==> src/hdl/teq_pkg.sv <==
`timescale 1ns / 1ps
// ----------------------------------------------------------------------------
// teq_pkg
// Shared types, codes and sizes for the triple-ended queue cell chain.
// ----------------------------------------------------------------------------
package teq_pkg;

  localparam int CAPACITY   = 1024;
  localparam int VALUE_BITS = 32;
  localparam int DATA_W     = 32;
  localparam int MODE_W     = 3;
  localparam int STATUS_W   = 2;
  localparam int IDX_W      = $clog2(CAPACITY);
  localparam int CNT_W      = $clog2(CAPACITY + 1);
  localparam int GROUP_SZ   = 32;
  localparam int N_GROUPS   = (CAPACITY + GROUP_SZ - 1) / GROUP_SZ;

  typedef logic [VALUE_BITS-1:0] value_t;

  typedef enum logic [MODE_W-1:0] {
    MODE_POP_LEFT    = 3'd0,
    MODE_POP_MIDDLE  = 3'd1,
    MODE_POP_RIGHT   = 3'd2,
    MODE_PUSH_LEFT   = 3'd3,
    MODE_PUSH_MIDDLE = 3'd4,
    MODE_PUSH_RIGHT  = 3'd5
  } mode_e;

  typedef enum logic [STATUS_W-1:0] {
    STS_POP_OK    = 2'd0,
    STS_PUSH_OK   = 2'd1,
    STS_POP_EMPTY = 2'd2,
    STS_PUSH_FULL = 2'd3
  } status_e;

  typedef enum logic [1:0] {
    OP_NONE,
    OP_INSERT,
    OP_REMOVE
  } cell_op_e;

  typedef enum logic [1:0] {
    S_IDLE,
    S_SHIFT,
    S_REDUCE
  } state_e;

  // Command broadcast to every cell of the chain.
  typedef struct packed {
    cell_op_e         op;
    logic [IDX_W-1:0] pos;
    value_t           value;
  } cell_cmd_t;

  // Stored values are sign-extended (or cut) to the output width.
  function automatic logic [DATA_W-1:0] to_out(value_t v);
    logic signed [VALUE_BITS-1:0] s;
    s = v;
    return DATA_W'(s);
  endfunction

endpackage

==> src/hdl/teq_cell.sv <==
`timescale 1ns / 1ps
// ----------------------------------------------------------------------------
// teq_cell
// One queue position: holds a value and shifts it with its neighbors when an
// element is inserted or removed at or below its own position.
// ----------------------------------------------------------------------------
module teq_cell
  import teq_pkg::*;
(
  input  logic             clk_i,
  input  logic [IDX_W-1:0] cell_idx_i,
  input  cell_cmd_t        cmd_i,
  input  value_t           prev_i,
  input  value_t           next_i,
  output value_t           value_o,
  output value_t           leaf_o
);

  value_t value_q;
  value_t value_d;
  logic   at_pos;
  logic   above_pos;

  assign at_pos    = (cell_idx_i == cmd_i.pos);
  assign above_pos = (cell_idx_i > cmd_i.pos);

  always_comb begin
    value_d = value_q;
    case (cmd_i.op)
      OP_INSERT: begin
        if (at_pos) begin
          value_d = cmd_i.value;
        end else if (above_pos) begin
          value_d = prev_i;
        end
      end
      OP_REMOVE: begin
        if (at_pos || above_pos) begin
          value_d = next_i;
        end
      end
      default: begin
        value_d = value_q;
      end
    endcase
  end

  always_ff @(posedge clk_i) begin
    value_q <= value_d;
  end

  assign value_o = value_q;
  // Only the addressed cell feeds the read tree.
  assign leaf_o  = at_pos ? value_q : '0;

endmodule

==> config.mk <==
export PLATFORM = sky130hd
export DESIGN_NAME = teq_cell
export DESIGN_NICKNAME = d
export VERILOG_FILES = /design/src/hdl/teq_pkg.sv /design/src/hdl/teq_cell.sv
export SDC_FILE = /design/constraint.sdc
export NUM_CORES = 1
export LEC_CHECK = 0
export BUFFER_PORTS_ARGS = -buffer_cell sky130_fd_sc_hd__buf_4
export CAP_MARGIN = 20
export CORE_MARGIN = 2
export CORE_UTILIZATION = 39
export DETAILED_ROUTE_END_ITERATION = 10
export PLACE_DENSITY = 0.85
export SETUP_SLACK_MARGIN = 0.4
export SYNTH_ARGS = -nofsm -noshare
export SYNTH_HDL_FRONTEND = slang
export SYNTH_SLANG_ARGS = --single-unit
==> constraint.sdc <==
create_clock -name clk_i -period 3.2 [get_ports clk_i]
set_input_delay 0.48 -clock clk_i [delete_from_list [all_inputs] [get_ports clk_i]]
set_output_delay 0.48 -clock clk_i [all_outputs]
set_load 0.01 [all_outputs]
Word level (Yosys, flattened, before mapping)
Index checks and enable logic that the tools add are counted.
{"block": "word_totals", "ff_bits": 32, "in_bits": 119, "out_inout_bits": 64, "elab_cells": 15}
{"block": "op_classes", "order_cmp": 1, "eq_ne": 5, "n_mux": 5, "reduce_logical": 3}
{"op": "32-bit 2-to-1 mux", "count": 4}
{"op": "32-bit one-hot mux with 2 select lines", "count": 1}
{"op": "10-bit == test", "count": 1}
{"op": "10-bit > comparator", "count": 1}
{"op": "3-bit inequality test, second input constant", "count": 1}
{"op": "3-bit AND reduction", "count": 1}
{"op": "2-bit by 1-bit == test with 1-bit output, second input constant", "count": 1}
{"op": "2-bit == test, second input constant", "count": 1}
{"op": "2-bit inequality test, second input constant", "count": 1}
{"op": "2-bit nonzero test", "count": 1}
{"op": "1-bit logical OR", "count": 1}

Depth between registers and ports, before layout
{"block": "depth", "depth_word": 4, "ltp_mapped": 8, "ltp_nobuf": 6}

Worst setup path after synthesis
No wires, ideal clock.
{"block": "synth_path", "path_kind": "in2reg", "start": "in cmd_i[40] in the netlist's numbering", "end": "reg value_q[0], in the netlist value_o[0], enable pin", "setup_time_ns": 0.395, "arrival_ns": 2.004, "required_ns": 2.805, "setup_slack_ns": 0.801, "path_stages": 5, "path_buffers": 0, "path_cell_list": "inv_1 ha_1 nand4_2 nor3_1 o41a_1"}
{"block": "synth_between", "elab_chain_cells": 4, "elab_cells_between_ends": 6, "cone_classes": "order compare: 1; eq/ne: 3; reduce/logical: 2"}
{"element": "start, declared", "line": "teq_cell.sv:12", "text": "input cell_cmd_t cmd_i,"}
{"element": "10-bit > comparator / 10-bit == test (equally long branches)", "line": "teq_cell.sv:25, teq_cell.sv:24"}
{"element": "1-bit logical OR", "line": "teq_cell.sv:38", "text": "if (at_pos || above_pos) begin"}
{"element": "2-bit inequality test (no source line)"}
{"element": "3-bit AND reduction (no source line) (*)"}
{"element": "end signal, assigned", "line": "teq_cell.sv:49", "text": "value_q <= value_d;"}
{"element": "end, declared", "line": "teq_cell.sv:19", "text": "value_t value_q;"}
Mark *: on every way between the ends. The rest lies on a longest branch, timed or not.
A chain may end at the register's enable or synchronous reset.

Worst setup path after layout
{"block": "layout_path", "start": "in cell_idx_i[8]", "end": "out leaf_o[3]"}
{"block": "layout_between", "elab_chain_cells": 2}
{"element": "start, declared", "line": "teq_cell.sv:11", "text": "input logic [IDX_W-1:0] cell_idx_i,"}
{"element": "10-bit == test", "line": "teq_cell.sv:24", "text": "assign at_pos = (cell_idx_i == cmd_i.pos);"}
{"element": "32-bit 2-to-1 mux", "line": "teq_cell.sv:54", "text": "assign leaf_o = at_pos ? value_q : '0;"}
{"element": "end, declared", "line": "teq_cell.sv:16", "text": "output value_t leaf_o"}
Every way passes these cells.

==> results.rst <==
.. list-table::
   :header-rows: 1

   * - Metric
     - Value
   * - Core Area
     - 5410 µm²
   * - Final hold viol count
     - 0
   * - Postcts setup bufs
     - 0
   * - Yosys reg bits
     - 32
   * - Max_cap viols
     - 0
   * - Total wire length after detailed routing
     - 6180 µm
   * - Crit-path max FO
     - 30
   * - Count of pins on the block boundary
     - 183
   * - Sequential element share of the synthesized area
     - 44.6%
   * - Antenna violations before repair
     - 0
   * - Category of the worst setup path launch point
     - input port
   * - Chip Width
     - 78.3 µm
   * - Initial DRT Pass Iterations
     - 6
   * - Setup repair after global routing missed its margin
     - no
   * - Clock H-tree levels
     - 2
   * - Post-route fraction of the period consumed by the critical path
     - roughly 77%
   * - Flip-flop cell with the highest count after synthesis
     - sky130_fd_sc_hd__edfxtp_1
   * - Gr ovfl total
     - 0
   * - Port bufs
     - 182
   * - Average cell area after synthesis
     - 10.2 µm²
   * - Netlist cell types
     - 23
   * - Pwr Density
     - 318 nW/µm²
   * - Proportion of layout cells with a drive suffix above 1
     - 50.4%
   * - Buffers from clock root to sink, at most
     - 2
   * - Root buffer cell
     - sky130_fd_sc_hd__clkbuf_8
   * - Net count after synthesis
     - 340
   * - Number of max-slew violations in the final report
     - 0
   * - # nets final
     - 518
   * - Antenna-violating nets left
     - 0
   * - Most common library cells after synthesis
     - sky130_fd_sc_hd__nand2_1, sky130_fd_sc_hd__and2_1, sky130_fd_sc_hd__edfxtp_1, sky130_fd_sc_hd__mux2i_1, sky130_fd_sc_hd__o21ai_1
   * - Crit path launch
     - cell_idx_i[8]
   * - Clock input transition at the sequential cells of the worst setup and hold paths
     - 0.06 ns
   * - Number of setup violations in the final report
     - 0
   * - Final standard cell count with taps included and fillers excluded
     - 461
   * - Die footprint
     - about 6100 µm²
   * - Relative slew margins
     - about 50%
   * - Total clock sinks
     - 32
   * - Path type of the worst setup path
     - input port to primary output
   * - Crit. End Element
     - primary output
   * - Max Clock Freq
     - 404 MHz
   * - Number of cell rows
     - 27
   * - Worst min-delay path category
     - input port to flip-flop
   * - Area growth from synthesis to layout
     - 67.9%
   * - Most frequent cell after synthesis
     - sky130_fd_sc_hd__nand2_1
   * - Fraction of post-synthesis cell area in the top cell type by area
     - 44.6%
   * - Leakage power
     - 1.67 nW
   * - CP arrival
     - 1.99 ns
   * - Pin count of the biggest net entering global routing
     - 37
   * - Slew at the pin with the worst max-slew slack
     - 0.753 ns
   * - Height of the chip
     - slightly below 80 µm
   * - Number of global-route vias before repair
     - 2139
   * - Share of flip-flops with an asynchronous set or reset after synthesis
     - 0%
   * - Avg WL per Cell
     - 13.4 µm
   * - HP Start
     - next_i[2]
   * - Outcome
     - complete, no violations
   * - Global-route wire length before repair
     - 9690 µm
   * - Average via count per standard cell
     - between 4 and 5
   * - Cells on Worst Hold Path
     - 3
   * - Cells taking the most area after synthesis
     - sky130_fd_sc_hd__edfxtp_1, sky130_fd_sc_hd__mux2i_1, sky130_fd_sc_hd__and2_1, sky130_fd_sc_hd__o21ai_1, sky130_fd_sc_hd__ha_1
   * - Routed via count
     - 2162
   * - Period minus WS final
     - around 2.5 ns
   * - Required time worst endpoint
     - 2.72 ns
   * - First-iteration detailed-routing DRC count
     - 56
   * - Dominant cell type by area after synthesis
     - sky130_fd_sc_hd__edfxtp_1
   * - Final weighted congestion of routability-driven global placement
     - 0.722
   * - Initial core utilization
     - approximately two fifths
   * - TritonCTS clock tree
     - yes
   * - Finished layout cell area
     - 3620 µm²
   * - Synthesized instance count
     - 211
   * - Hold Worst Slack
     - between 0.4 and 0.5 ns
   * - HPWL after detailed placement
     - 5030 µm
   * - GR Util All Layers
     - 19.9%
   * - Hold buffer count at CTS
     - 0
   * - Number of synthesis warnings
     - 0
   * - Inserted Clock Buffers
     - 5
   * - Count of inserted antenna diode cells
     - 0
   * - Number of enable flip-flop cells after synthesis
     - 32
   * - End of the worst hold path
     - value_o[2]$_DFFE_PP_
   * - Number of flip-flops under the largest register name
     - 32
   * - Area after detailed placement
     - 3540 µm²
   * - Post-synthesis instance area
     - 2150 µm²
   * - Total Negative Setup Slacks
     - 0 ns
   * - Worst ir drop on vdd
     - 0.178 mV
   * - Number of instances in the placed design
     - 454
   * - DRC Markers
     - 0
   * - Resize count post-CTS
     - 0
==> power breakdown <==
group,switching (mW),internal [mW],total (mW)
Combinational,0.126,0.184,0.311
Clock,0.139,0.148,0.287
Sequential,0.0255,0.527,0.553
==> cell families after synthesis <==
group / count (synthesis) / share of synthesized area, %
and+or+nand+nor: 73 / 17.9
AOI/OAI and AO/OA: 39 / 9.59
muxes: 32 / 14.9
DFF: 32 / 44.6
buffers and inverters: 24 / 6.80
adders and majority gates: 10 / 5.81
xor gates and xnor gates: 1 / 0.407
==> worst max path at each step <==
| stage | endpoint | slack (ns) |
|---|---|---|
| 2_1_floorplan | value_o[0]$_DFFE_PP_ | 0.80 |
| 5_1_grt | leaf_o[3] | 0.58 |
| 3_3_place_gp | leaf_o[2] | 0.77 |
| 6_report | leaf_o[3] | 0.73 |
| 4_1_cts | leaf_o[3] | 0.70 |
| 3_5_place_dp | leaf_o[3] | 0.71 |
==> area by class of cell <==
class                           count  area, µm²
Fill cell                         459       1790
Timing Repair Buffer              185       1390
Multi-Input combinational cell    155       1060
Sequential cell                    32        961
Tap cell                           72       90.1
Clock buffer                        6       72.6
Inverter                           10       37.5
Clock inverter                      1       5.00
==> critical path: stages <==
cell                      delay (ns)
sky130_fd_sc_hd__buf_4          0.11
sky130_fd_sc_hd__ha_1           0.30
sky130_fd_sc_hd__nand4_2        0.17
sky130_fd_sc_hd__nor3_4         0.22
sky130_fd_sc_hd__buf_4          0.38
sky130_fd_sc_hd__and2_1         0.20
sky130_fd_sc_hd__buf_4          0.12
==> cells in the final DEF, fill, tap and decap left out <==
| master | instances |
|---|---|
| sky130_fd_sc_hd__buf_4 | 185 |
| sky130_fd_sc_hd__nand2_1 | 33 |
| sky130_fd_sc_hd__mux2i_1 | 32 |
| sky130_fd_sc_hd__and2_1 | 32 |
| sky130_fd_sc_hd__edfxtp_1 | 32 |
| sky130_fd_sc_hd__o21ai_1 | 28 |
| sky130_fd_sc_hd__inv_1 | 10 |
| sky130_fd_sc_hd__ha_1 | 10 |
| sky130_fd_sc_hd__o21ai_0 | 5 |
| sky130_fd_sc_hd__clkbuf_8 | 5 |
| sky130_fd_sc_hd__a21oi_1 | 3 |
| sky130_fd_sc_hd__nand4_2 | 2 |
| sky130_fd_sc_hd__nor2b_4 | 1 |
| sky130_fd_sc_hd__nor3_4 | 1 |
| sky130_fd_sc_hd__a211oi_1 | 1 |
| sky130_fd_sc_hd__nor2_1 | 1 |
| sky130_fd_sc_hd__nand2b_1 | 1 |
| sky130_fd_sc_hd__nor3_1 | 1 |
| sky130_fd_sc_hd__a21o_1 | 1 |
| sky130_fd_sc_hd__nand3_1 | 1 |
| sky130_fd_sc_hd__xor2_1 | 1 |
| sky130_fd_sc_hd__o41a_2 | 1 |
| sky130_fd_sc_hd__clkinv_2 | 1 |
| sky130_fd_sc_hd__clkbuf_1 | 1 |
==> metal layers <==
layer / track usage [%] / vias to the layer above / wire length (µm)
met5: 0 / - / 0
met4: 6.84 / 0 / 131
met3: 4.83 / 12 / 448
met2: 39.0 / 101 / 3440
met1: 20.5 / 961 / 2160
li1: - / 1088 / -
==> metrics by stage <==
stage	utilization (%)	worst slack (ns)	power, mW
6_report	66.9	0.727	1.15
4_1_cts	66.9	0.702	1.16
3_3_place_gp	65.5	0.770	0.863
2_1_floorplan	-	0.801	0.663
5_1_grt	66.9	0.580	1.21
3_5_place_dp	65.5	0.713	0.876
(Power assumes the default switching activity.)
